File: config.mk
export PLATFORM = sky130hd
export DESIGN_NAME = block_rms_db_level_meter_core
export DESIGN_NICKNAME = d
export VERILOG_FILES = /design/src/rtl/rmsdb_pkg.sv /design/src/rtl/rmsdb_acc.sv /design/src/rtl/rmsdb_div.sv /design/src/rtl/rmsdb_sqrt.sv /design/src/rtl/rmsdb_log.sv /design/src/rtl/block_rms_db_level_meter_core.sv
export SDC_FILE = /design/constraint.sdc
export NUM_CORES = 2
export LEC_CHECK = 0
export ABC_AREA = 0
export BUFFER_PORTS_ARGS = -buffer_cell sky130_fd_sc_hd__clkbuf_2
export CAP_MARGIN = 20
export CORE_ASPECT_RATIO = 0.5
export CORE_MARGIN = 2
export CORE_UTILIZATION = 40
export DETAILED_ROUTE_END_ITERATION = 8
export PLACE_DENSITY = 0.64
export SYNTH_ARGS = -nofsm -noshare
export SYNTH_HDL_FRONTEND = slang
export SYNTH_SLANG_ARGS = --single-unit
File: constraint.sdc
create_clock -name clk_i -period 10.7 [get_ports clk_i]
set_input_delay 0.535 -clock clk_i [delete_from_list [all_inputs] [get_ports clk_i]]
set_output_delay 0.535 -clock clk_i [all_outputs]
set_load 0.02 [all_outputs]
File: src/rtl/rmsdb_pkg.sv
// Shared constants and types for the RMS level meter.
// No dependencies; every other file of the block imports this package.
package rmsdb_pkg;

  localparam int unsigned SAMPLE_W      = 16;
  localparam int unsigned RMS_W         = 24;
  localparam int unsigned DB_W          = 16;
  localparam int unsigned MEAN_W        = 48;
  localparam int unsigned FRAC_W        = 16;
  localparam int unsigned EXP_W         = 5;
  localparam int unsigned DEF_MAX_BLOCK = 4096;

  localparam logic signed [DB_W-1:0] DB_FLOOR_Q8 = -16'sd25600;
  // 20*log10(2) in Q16.
  localparam logic signed [20:0] TWENTY_LOG10_2_Q16 = 21'sd394566;
  // log2(256) in Q16, removes the eight fraction bits of the RMS value.
  localparam logic signed [21:0] LOG_OFFSET_Q16 = 22'sd524288;

  typedef struct packed {
    logic [RMS_W-1:0]       rms;
    logic signed [DB_W-1:0] db;
  } level_t;

endpackage

File: src/rtl/rmsdb_acc.sv
// Sum-of-squares accumulator with a saturating sample count.
// Depends on rmsdb_pkg.
module rmsdb_acc #(
  parameter int unsigned MAX_BLOCK_SAMPLES = rmsdb_pkg::DEF_MAX_BLOCK,
  parameter int unsigned CW = $clog2(MAX_BLOCK_SAMPLES + 1),
  parameter int unsigned SW = 30 + CW
) (
  input  logic                                clk_i,
  input  logic                                rst_ni,
  input  logic                                fire_i,
  input  logic signed [rmsdb_pkg::SAMPLE_W-1:0] sample_i,
  input  logic                                last_i,
  output logic [SW-1:0]                       sum_o,
  output logic [CW-1:0]                       cnt_o,
  output logic                                ovf_o,
  output logic                                end_o
);
  import rmsdb_pkg::*;

  logic [SW-1:0]      sum_q, sum_d, snap_sum_q;
  logic [CW-1:0]      cnt_q, cnt_d, snap_cnt_q;
  logic               ovf_q, ovf_d, snap_ovf_q, end_q;
  logic signed [31:0] sq;

  assign sq = sample_i * sample_i;

  always_comb begin
    sum_d = sum_q;
    cnt_d = cnt_q;
    ovf_d = ovf_q;
    if (cnt_q < CW'(MAX_BLOCK_SAMPLES)) begin
      sum_d = sum_q + {{(SW-31){1'b0}}, sq[30:0]};
      cnt_d = cnt_q + 1'b1;
    end else begin
      ovf_d = 1'b1;
    end
  end

  always_ff @(posedge clk_i or negedge rst_ni) begin
    if (!rst_ni) begin
      sum_q <= '0;
      cnt_q <= '0;
      ovf_q <= 1'b0;
      end_q <= 1'b0;
    end else begin
      end_q <= fire_i && last_i;
      if (fire_i) begin
        if (last_i) begin
          sum_q <= '0;
          cnt_q <= '0;
          ovf_q <= 1'b0;
        end else begin
          sum_q <= sum_d;
          cnt_q <= cnt_d;
          ovf_q <= ovf_d;
        end
      end
    end
  end

  always_ff @(posedge clk_i) begin
    if (fire_i && last_i) begin
      snap_sum_q <= sum_d;
      snap_cnt_q <= cnt_d;
      snap_ovf_q <= ovf_d;
    end
  end

  assign sum_o = snap_sum_q;
  assign cnt_o = snap_cnt_q;
  assign ovf_o = snap_ovf_q;
  assign end_o = end_q;

endmodule

File: src/rtl/rmsdb_div.sv
// Bit-serial restoring divider: (sum * 65536) / count, one quotient bit a cycle.
// Depends on rmsdb_pkg.
module rmsdb_div #(
  parameter int unsigned CW = 13,
  parameter int unsigned SW = 43
) (
  input  logic                           clk_i,
  input  logic                           rst_ni,
  input  logic                           start_i,
  input  logic [SW-1:0]                  sum_i,
  input  logic [CW-1:0]                  cnt_i,
  output logic [rmsdb_pkg::MEAN_W-1:0]   mean_o,
  output logic                           done_o
);
  import rmsdb_pkg::*;

  localparam int unsigned DW  = SW + FRAC_W;
  localparam int unsigned STW = $clog2(DW + 1);

  logic [DW-1:0]  q_q;
  logic [CW-1:0]  rem_q, div_q;
  logic [STW-1:0] step_q;
  logic           busy_q, done_q;
  logic [CW:0]    shifted;
  logic           ge;

  assign shifted = {rem_q, q_q[DW-1]};
  assign ge      = shifted >= {1'b0, div_q};

  always_ff @(posedge clk_i or negedge rst_ni) begin
    if (!rst_ni) begin
      busy_q <= 1'b0;
      done_q <= 1'b0;
      step_q <= '0;
    end else begin
      done_q <= 1'b0;
      if (start_i) begin
        busy_q <= 1'b1;
        step_q <= STW'(DW);
      end else if (busy_q) begin
        step_q <= step_q - 1'b1;
        if (step_q == STW'(1)) begin
          busy_q <= 1'b0;
          done_q <= 1'b1;
        end
      end
    end
  end

  always_ff @(posedge clk_i) begin
    if (start_i) begin
      q_q   <= {sum_i, {FRAC_W{1'b0}}};
      rem_q <= '0;
      div_q <= cnt_i;
    end else if (busy_q) begin
      q_q   <= {q_q[DW-2:0], ge};
      rem_q <= ge ? CW'(shifted - {1'b0, div_q}) : shifted[CW-1:0];
    end
  end

  // An empty count cannot occur, but it is mapped to a zero mean all the same.
  assign mean_o = (div_q == '0) ? '0 : MEAN_W'(q_q);
  assign done_o = done_q;

endmodule

File: src/rtl/rmsdb_sqrt.sv
// Digit-serial integer square root, two radicand bits a cycle.
// Depends on rmsdb_pkg.
module rmsdb_sqrt (
  input  logic                         clk_i,
  input  logic                         rst_ni,
  input  logic                         start_i,
  input  logic [rmsdb_pkg::MEAN_W-1:0] rad_i,
  output logic [rmsdb_pkg::RMS_W-1:0]  root_o,
  output logic                         done_o
);
  import rmsdb_pkg::*;

  localparam int unsigned REM_W = RMS_W + 3;

  logic [MEAN_W-1:0] rad_q;
  logic [REM_W-1:0]  rem_q, shifted, trial;
  logic [RMS_W-1:0]  root_q;
  logic [4:0]        step_q;
  logic              busy_q, done_q, ge;

  assign shifted = {rem_q[REM_W-3:0], rad_q[MEAN_W-1:MEAN_W-2]};
  assign trial   = {2'b00, root_q[RMS_W-2:0], 2'b01};
  assign ge      = shifted >= trial;

  always_ff @(posedge clk_i or negedge rst_ni) begin
    if (!rst_ni) begin
      busy_q <= 1'b0;
      done_q <= 1'b0;
      step_q <= '0;
    end else begin
      done_q <= 1'b0;
      if (start_i) begin
        busy_q <= 1'b1;
        step_q <= 5'(RMS_W);
      end else if (busy_q) begin
        step_q <= step_q - 1'b1;
        if (step_q == 5'd1) begin
          busy_q <= 1'b0;
          done_q <= 1'b1;
        end
      end
    end
  end

  always_ff @(posedge clk_i) begin
    if (start_i) begin
      rad_q  <= rad_i;
      rem_q  <= '0;
      root_q <= '0;
    end else if (busy_q) begin
      rad_q  <= {rad_q[MEAN_W-3:0], 2'b00};
      rem_q  <= ge ? shifted - trial : shifted;
      root_q <= {root_q[RMS_W-2:0], ge};
    end
  end

  assign root_o = root_q;
  assign done_o = done_q;

endmodule

File: src/rtl/rmsdb_log.sv
// Decibel conversion: serial leading-one search, log2 fraction by repeated
// squaring, then scaling by 20*log10(2). Depends on rmsdb_pkg.
module rmsdb_log (
  input  logic                        clk_i,
  input  logic                        rst_ni,
  input  logic                        start_i,
  input  logic [rmsdb_pkg::RMS_W-1:0] rms_i,
  output rmsdb_pkg::level_t           level_o,
  output logic                        done_o
);
  import rmsdb_pkg::*;

  localparam logic [2:0] L_IDLE = 3'd0;
  localparam logic [2:0] L_NORM = 3'd1;
  localparam logic [2:0] L_MUL  = 3'd2;
  localparam logic [2:0] L_ADJ  = 3'd3;
  localparam logic [2:0] L_DBM  = 3'd4;
  localparam logic [2:0] L_OUT  = 3'd5;

  logic [2:0]         st_q;
  logic [RMS_W-1:0]   x_q, rms_q;
  logic [EXP_W-1:0]   e_q;
  logic [30:0]        m_q;
  logic [61:0]        p_q;
  logic [FRAC_W-1:0]  frac_q;
  logic [4:0]         it_q;
  logic signed [41:0] v_q;
  logic signed [41:0] v_rnd;
  logic signed [21:0] d;
  logic [31:0]        t;
  logic               done_q;
  level_t             lvl_q;

  assign t     = p_q[61:30];
  assign d     = $signed({1'b0, e_q, frac_q}) - LOG_OFFSET_Q16;
  assign v_rnd = v_q + 42'sd8388608;

  always_ff @(posedge clk_i or negedge rst_ni) begin
    if (!rst_ni) begin
      st_q   <= L_IDLE;
      done_q <= 1'b0;
    end else begin
      done_q <= 1'b0;
      case (st_q)
        L_IDLE: if (start_i) st_q <= (rms_i == '0) ? L_OUT : L_NORM;
        L_NORM: if (x_q[RMS_W-1]) st_q <= L_MUL;
        L_MUL:  st_q <= L_ADJ;
        L_ADJ:  st_q <= (it_q == 5'd1) ? L_DBM : L_MUL;
        L_DBM:  st_q <= L_OUT;
        L_OUT: begin
          st_q   <= L_IDLE;
          done_q <= 1'b1;
        end
        default: st_q <= L_IDLE;
      endcase
    end
  end

  always_ff @(posedge clk_i) begin
    case (st_q)
      L_IDLE: begin
        x_q   <= rms_i;
        rms_q <= rms_i;
        e_q   <= EXP_W'(RMS_W - 1);
      end
      L_NORM: begin
        if (x_q[RMS_W-1]) begin
          m_q    <= {x_q, 7'b0};
          it_q   <= 5'(FRAC_W);
          frac_q <= '0;
        end else begin
          x_q <= {x_q[RMS_W-2:0], 1'b0};
          e_q <= e_q - 1'b1;
        end
      end
      L_MUL: p_q <= m_q * m_q;
      L_ADJ: begin
        // A squared mantissa of two or more yields a one bit and is halved.
        m_q    <= t[31] ? t[31:1] : t[30:0];
        frac_q <= {frac_q[FRAC_W-2:0], t[31]};
        it_q   <= it_q - 1'b1;
      end
      L_DBM: v_q <= d * TWENTY_LOG10_2_Q16;
      L_OUT: begin
        lvl_q.rms <= rms_q;
        lvl_q.db  <= (rms_q == '0) ? DB_FLOOR_Q8 : v_rnd[39:24];
      end
      default: ;
    endcase
  end

  assign level_o = lvl_q;
  assign done_o  = done_q;

endmodule

File: src/rtl/block_rms_db_level_meter_core.sv
// RMS level meter in decibels, top level.
// Depends on rmsdb_pkg, rmsdb_acc, rmsdb_div, rmsdb_sqrt and rmsdb_log.
//
// Input channel (sample_i, last_i) takes one word per cycle while the block
// is accumulating; each sample up to MAX_BLOCK_SAMPLES adds its square to the
// running sum. The word with last_i high closes the block and starts the
// block-end computation, during which in_ready_o is low. That computation is
// serial: the divider, then the square root, then the dB conversion with its
// leading-one search, mantissa squaring and scaling. A zero RMS skips the
// leading-one search and the squaring.
// The result word (rms_level_o, level_db_o, block_overflow_o) sits in an
// output register; accumulation of the next block resumes as soon as the
// result is loaded there, even while the receiver stalls. If the previous
// result is still unread when a new one is ready, the block waits.
// Reset clears the sum, the count, the overflow flag and the output valid flag.
module block_rms_db_level_meter_core #(
  parameter int unsigned MAX_BLOCK_SAMPLES = rmsdb_pkg::DEF_MAX_BLOCK
) (
  input  logic                                 clk_i,
  input  logic                                 rst_ni,
  input  logic                                 in_valid_i,
  output logic                                 in_ready_o,
  input  logic signed [rmsdb_pkg::SAMPLE_W-1:0] sample_i,
  input  logic                                 last_i,
  output logic                                 out_valid_o,
  input  logic                                 out_ready_i,
  output logic [rmsdb_pkg::RMS_W-1:0]          rms_level_o,
  output logic signed [rmsdb_pkg::DB_W-1:0]    level_db_o,
  output logic                                 block_overflow_o
);
  import rmsdb_pkg::*;

  localparam int unsigned CW = $clog2(MAX_BLOCK_SAMPLES + 1);
  localparam int unsigned SW = 30 + CW;

  localparam logic [1:0] S_ACC  = 2'd0;
  localparam logic [1:0] S_CALC = 2'd1;
  localparam logic [1:0] S_WAIT = 2'd2;

  logic [1:0]        st_q;
  logic              in_fire, acc_end, div_done, sqrt_done, log_done, ovf;
  logic              load, out_valid_q;
  logic [SW-1:0]     sum;
  logic [CW-1:0]     cnt;
  logic [MEAN_W-1:0] mean;
  logic [RMS_W-1:0]  root;
  level_t            lvl, out_lvl_q;
  logic              out_ovf_q;

  assign in_ready_o = (st_q == S_ACC);
  assign in_fire    = in_valid_i && in_ready_o;
  assign load       = (st_q == S_WAIT) && (!out_valid_q || out_ready_i);

  rmsdb_acc #(.MAX_BLOCK_SAMPLES(MAX_BLOCK_SAMPLES), .CW(CW), .SW(SW)) u_acc (
    .clk_i, .rst_ni, .fire_i(in_fire), .sample_i, .last_i,
    .sum_o(sum), .cnt_o(cnt), .ovf_o(ovf), .end_o(acc_end)
  );

  rmsdb_div #(.CW(CW), .SW(SW)) u_div (
    .clk_i, .rst_ni, .start_i(acc_end), .sum_i(sum), .cnt_i(cnt),
    .mean_o(mean), .done_o(div_done)
  );

  rmsdb_sqrt u_sqrt (
    .clk_i, .rst_ni, .start_i(div_done), .rad_i(mean),
    .root_o(root), .done_o(sqrt_done)
  );

  rmsdb_log u_log (
    .clk_i, .rst_ni, .start_i(sqrt_done), .rms_i(root),
    .level_o(lvl), .done_o(log_done)
  );

  always_ff @(posedge clk_i or negedge rst_ni) begin
    if (!rst_ni) begin
      st_q        <= S_ACC;
      out_valid_q <= 1'b0;
    end else begin
      case (st_q)
        S_ACC:  if (in_fire && last_i) st_q <= S_CALC;
        S_CALC: if (log_done) st_q <= S_WAIT;
        S_WAIT: if (load) st_q <= S_ACC;
        default: st_q <= S_ACC;
      endcase
      if (load) begin
        out_valid_q <= 1'b1;
      end else if (out_ready_i) begin
        out_valid_q <= 1'b0;
      end
    end
  end

  always_ff @(posedge clk_i) begin
    if (load) begin
      out_lvl_q <= lvl;
      out_ovf_q <= ovf;
    end
  end

  assign out_valid_o      = out_valid_q;
  assign rms_level_o      = out_lvl_q.rms;
  assign level_db_o       = out_lvl_q.db;
  assign block_overflow_o = out_ovf_q;

  a_last_starts_calc: assert property (@(posedge clk_i) disable iff (!rst_ni)
    in_fire && last_i |=> st_q == S_CALC)
    else $error("closing word did not start the block-end computation");

  a_log_only_in_calc: assert property (@(posedge clk_i) disable iff (!rst_ni)
    log_done |-> st_q == S_CALC)
    else $error("dB result arrived outside the computation phase");

  a_load_resumes: assert property (@(posedge clk_i) disable iff (!rst_ni)
    load |=> out_valid_o && st_q == S_ACC)
    else $error("result load did not present a word and resume accumulation");

  a_zero_floor: assert property (@(posedge clk_i) disable iff (!rst_ni)
    out_valid_o && rms_level_o == '0 |-> level_db_o == DB_FLOOR_Q8)
    else $error("zero RMS without the dB floor");

endmodule
==> results.md <==
- Status: finished, final reports clean
- Slowest stage delay, CP: 0.68 ns
- Port bufs: 63
- Slowest CP cell: o41ai_1
- M2 GR Usage: 30.0%
- Root buffer selected by CTS: clkbuf_16
- Crit share post-route: between 80% and 90%
- Fmax: roughly 0.11 GHz
- Routed WL: approximately 150000 um
- Hpwl dp: between 100000 and 150000 um
- Routability cong.: slightly above 0.9
- Worst EP arrival: 9.64 ns
- Syn_nets: 8196
- Die area: roughly 170000 sq um
- GR Util met3: 3.12%
- Cell family with most CP delay: adder cells
- Detailed-route via count: roughly 43000
- WL per Instance: 16.9 um
- Final setup fails: 0
- Initial DRC Count: 2640
- Worst Path Required: between 10 and 15 ns
- CTS tree: done
- Remaining DRCs: 0
- Rows: 105
- Max-slew violation count: 0
- Vias in the first global route: 45437
- Post-synth EDFFs: 396
- Setup_tns: 0 ns
- Htree depth: 2
- Chip width: 577 um
- CTS Sinks: about 550
- Buffers plus inverters on the worst setup path: 6
- Worst-path clk slew: 0.06 ns
- Share of cells above drive strength 1: roughly 4.6%
- Setup Fix Bufs, Post-CTS: 0
- Starting density of the core: 40.2%
- Clk_skew: 0.0266 ns
- Area of the core: 164000 sq um
- Max_slew headroom: 27.3%
- Hold buffer count at CTS: 1
- Post-Synthesis Cells: 6498
- Max-cap violations: 0
- Most used cell, CP: fa_1
- Avg Cell Area, Syn: 10.1 sq um
- First-pass GRT wire length: 245000 um
- RSZ-0062 raised after global routing: no
- Via density: 4.91
- Grt total ovfl: 0
- Antenna viol nets, final: 0
- Met1 GRT Util: between 20 and 30%
- Top FF cell, synth: edfxtp_1
- Gr usage total: 18.2%
- Pin count of the biggest net entering global routing: 81
- Tmin final: 9.26 ns
- Distinct cells, synth: 85
- CP Class: reg2reg
- Slew at the pin with the worst max-slew slack: 1.09 ns
- Grt peak-use layer: met2
- TritonRoute pass-1 iters: 5
- IO Count: 64
- Synth warn: 0
- Clk_lat worst skew: between 0.6 and 0.7 ns
- Hold Fails Final Rpt: 0
- Clk buf depth: 3
- Fin nets: just over 8000
- Post-Syn Area: between 60000 and 70000 sq um
- Initial antenna violation count: 2
- Resize count post-CTS: 0
- CP max FO: 24
- Post-synthesis async set-or-reset flop share: 14.4%
- Critical path launch point type: register
- Antenna cells: 0
- HP Class: in2reg
- Layout Area Growth over Synthesis: 7.39%
- Synth Register Bits: 554
- Sequential fraction of the synthesis area: 23.5%
- CTS buffer count: 56
- CP endpoint kind: register
- Die Ht: just under 300 um
-- flip-flops by register name (all words and copies together) (netlist names), 6 cells and up --
register	count
u_acc.cnt_q	13
u_div.step_q	6
level_db_o	16
u_log.rms_q	24
u_log.level_o	40
u_log.m_q	31
u_log.x_q	24
rms_level_o	24
u_sqrt.rad_q	48
u_acc.sum_q	43
u_acc.sum_o	43
u_div.rem_q	13
u_sqrt.rem_q	25
u_acc.cnt_o	13
u_log.v_q	17
u_div.div_q	13
u_sqrt.root_o	24
u_log.frac_q	16
u_div.q_q	59
u_log.p_q	32
-- path summary, 6_finish.rpt --
path	slack (ns)	start	depth (start not counted)	endpoint
worst max-delay path	1.44	u_log.m_q[22]	25	u_log.p_q[48]
worst min-delay path	0.24	out_ready_i	3	out_valid_o
worst max register to register	1.44	u_log.m_q[22]	25	u_log.p_q[48]
worst min register to register	0.41	u_log.level_o[17]	0	rms_level_o[1]
max in group asynchronous	9.14	rst_ni	3	u_acc.end_o
min in group asynchronous	0.45	rst_ni	2	u_acc.cnt_q[11]
-- stage by stage --
step                hold slack [ns]  worst slack (ns)  util, %  cell area (sq um)  instances
floorplan                     0.239              2.59        -              65700       6498
CTS                           0.207              1.52     43.1              70500       8720
global placement              0.401              1.53     41.9              68600       8615
finish                        0.238              1.44     43.1              70600       8721
detailed placement            0.405              1.38     41.9              68600       8615
global route                  0.255              1.19     43.1              70600       8721
-- tightest hold or removal path: cells and delay by family --
kind,cells,cell delay [ns]
buf+inv,1,0.07
simple gates,2,0.20
-- cell families (layout without fill, tap and decap cells) --
kind of cell    count (synthesis)  after routing  share of synthesized area (%)
compound gates                738            738                           7.40
mux                           102            102                           1.57
flops                         554            554                           23.5
simple gates                 1432           1432                           10.2
fa+ha+maj                    1677           1677                           44.1
xor+xnor                      231            231                           3.08
buf+inv                      1764           1794                           10.1
-- layout make-up --
| type | count | area [sq um] |
|---|---|---|
| Clock inverter | 35 | 402 |
| Fill cell | 15540 | 93000 |
| Inverter | 1550 | 5820 |
| Sequential cell | 554 | 15500 |
| Multi-Input combinational cell | 4180 | 43700 |
| Clock buffer | 69 | 1530 |
| Tap cell | 2193 | 2740 |
| Timing Repair Buffer | 140 | 911 |
-- cells in the final DEF (no fill, tap or decap), drive strengths merged, types with 21 or more instances in the layout --
| cell | instances |
|---|---|
| and2 | 221 |
| nor2 | 309 |
| nand2b | 29 |
| ha | 609 |
| xor2 | 79 |
| clkbuf | 131 |
| nor3 | 41 |
| o21ai | 203 |
| a211oi | 47 |
| inv | 1546 |
| dfxtp | 78 |
| and3 | 22 |
| edfxtp | 396 |
| nand2 | 599 |
| nand4 | 39 |
| buf | 77 |
| a21o | 69 |
| mux2i | 91 |
| nand3 | 49 |
| xnor2 | 152 |
| fa | 1068 |
| nand3b | 25 |
| a21oi | 173 |
| clkinv | 26 |
| nor2b | 32 |
| nor4 | 21 |
| a22o | 82 |
| dfrtp | 80 |
-- cell usage after synthesis (7+ instances only) --
library cell	n	area share, %
xor2_1	79	1.1
a211oi_1	46	0.53
mux2_2	10	0.17
dfrtp_1	80	3.0
and4_1	11	0.15
o21ai_0	198	1.5
a211o_1	7	0.093
nand2b_1	29	0.28
nor2b_1	32	0.30
nor2_1	307	1.8
a31oi_1	11	0.10
o31ai_1	16	0.18
a21o_1	69	0.79
nand3b_1	25	0.29
and2_1	221	2.1
mux2i_1	91	1.4
o21a_1	18	0.21
a21oi_1	173	1.3
or2_2	8	0.076
nor4_1	21	0.20
inv_1	1538	8.8
o211ai_1	13	0.15
nand4_1	39	0.37
nand2_1	599	3.4
ha_1	609	12
and3_1	22	0.21
edfxtp_1	396	18
o21bai_1	19	0.22
fa_1	1068	33
nand3_1	49	0.37
clkinv_1	9	0.051
xnor2_1	152	2.0
dfxtp_1	78	2.4
nor3_1	40	0.30
a22o_1	82	1.1
clkbuf_1	200	1.1
a31o_2	9	0.12
-- per-layer routing --
layer | vias to the layer above | wire, um
met4 | 0 | 3090
met2 | 904 | 70100
met1 | 21404 | 66000
met5 | - | 0
met3 | 185 | 8610
li1 | 20339 | -
Power is left out: the tool's default activity adds up to more than one toggle a clock period on the data nets, which glitch-free logic cannot reach.
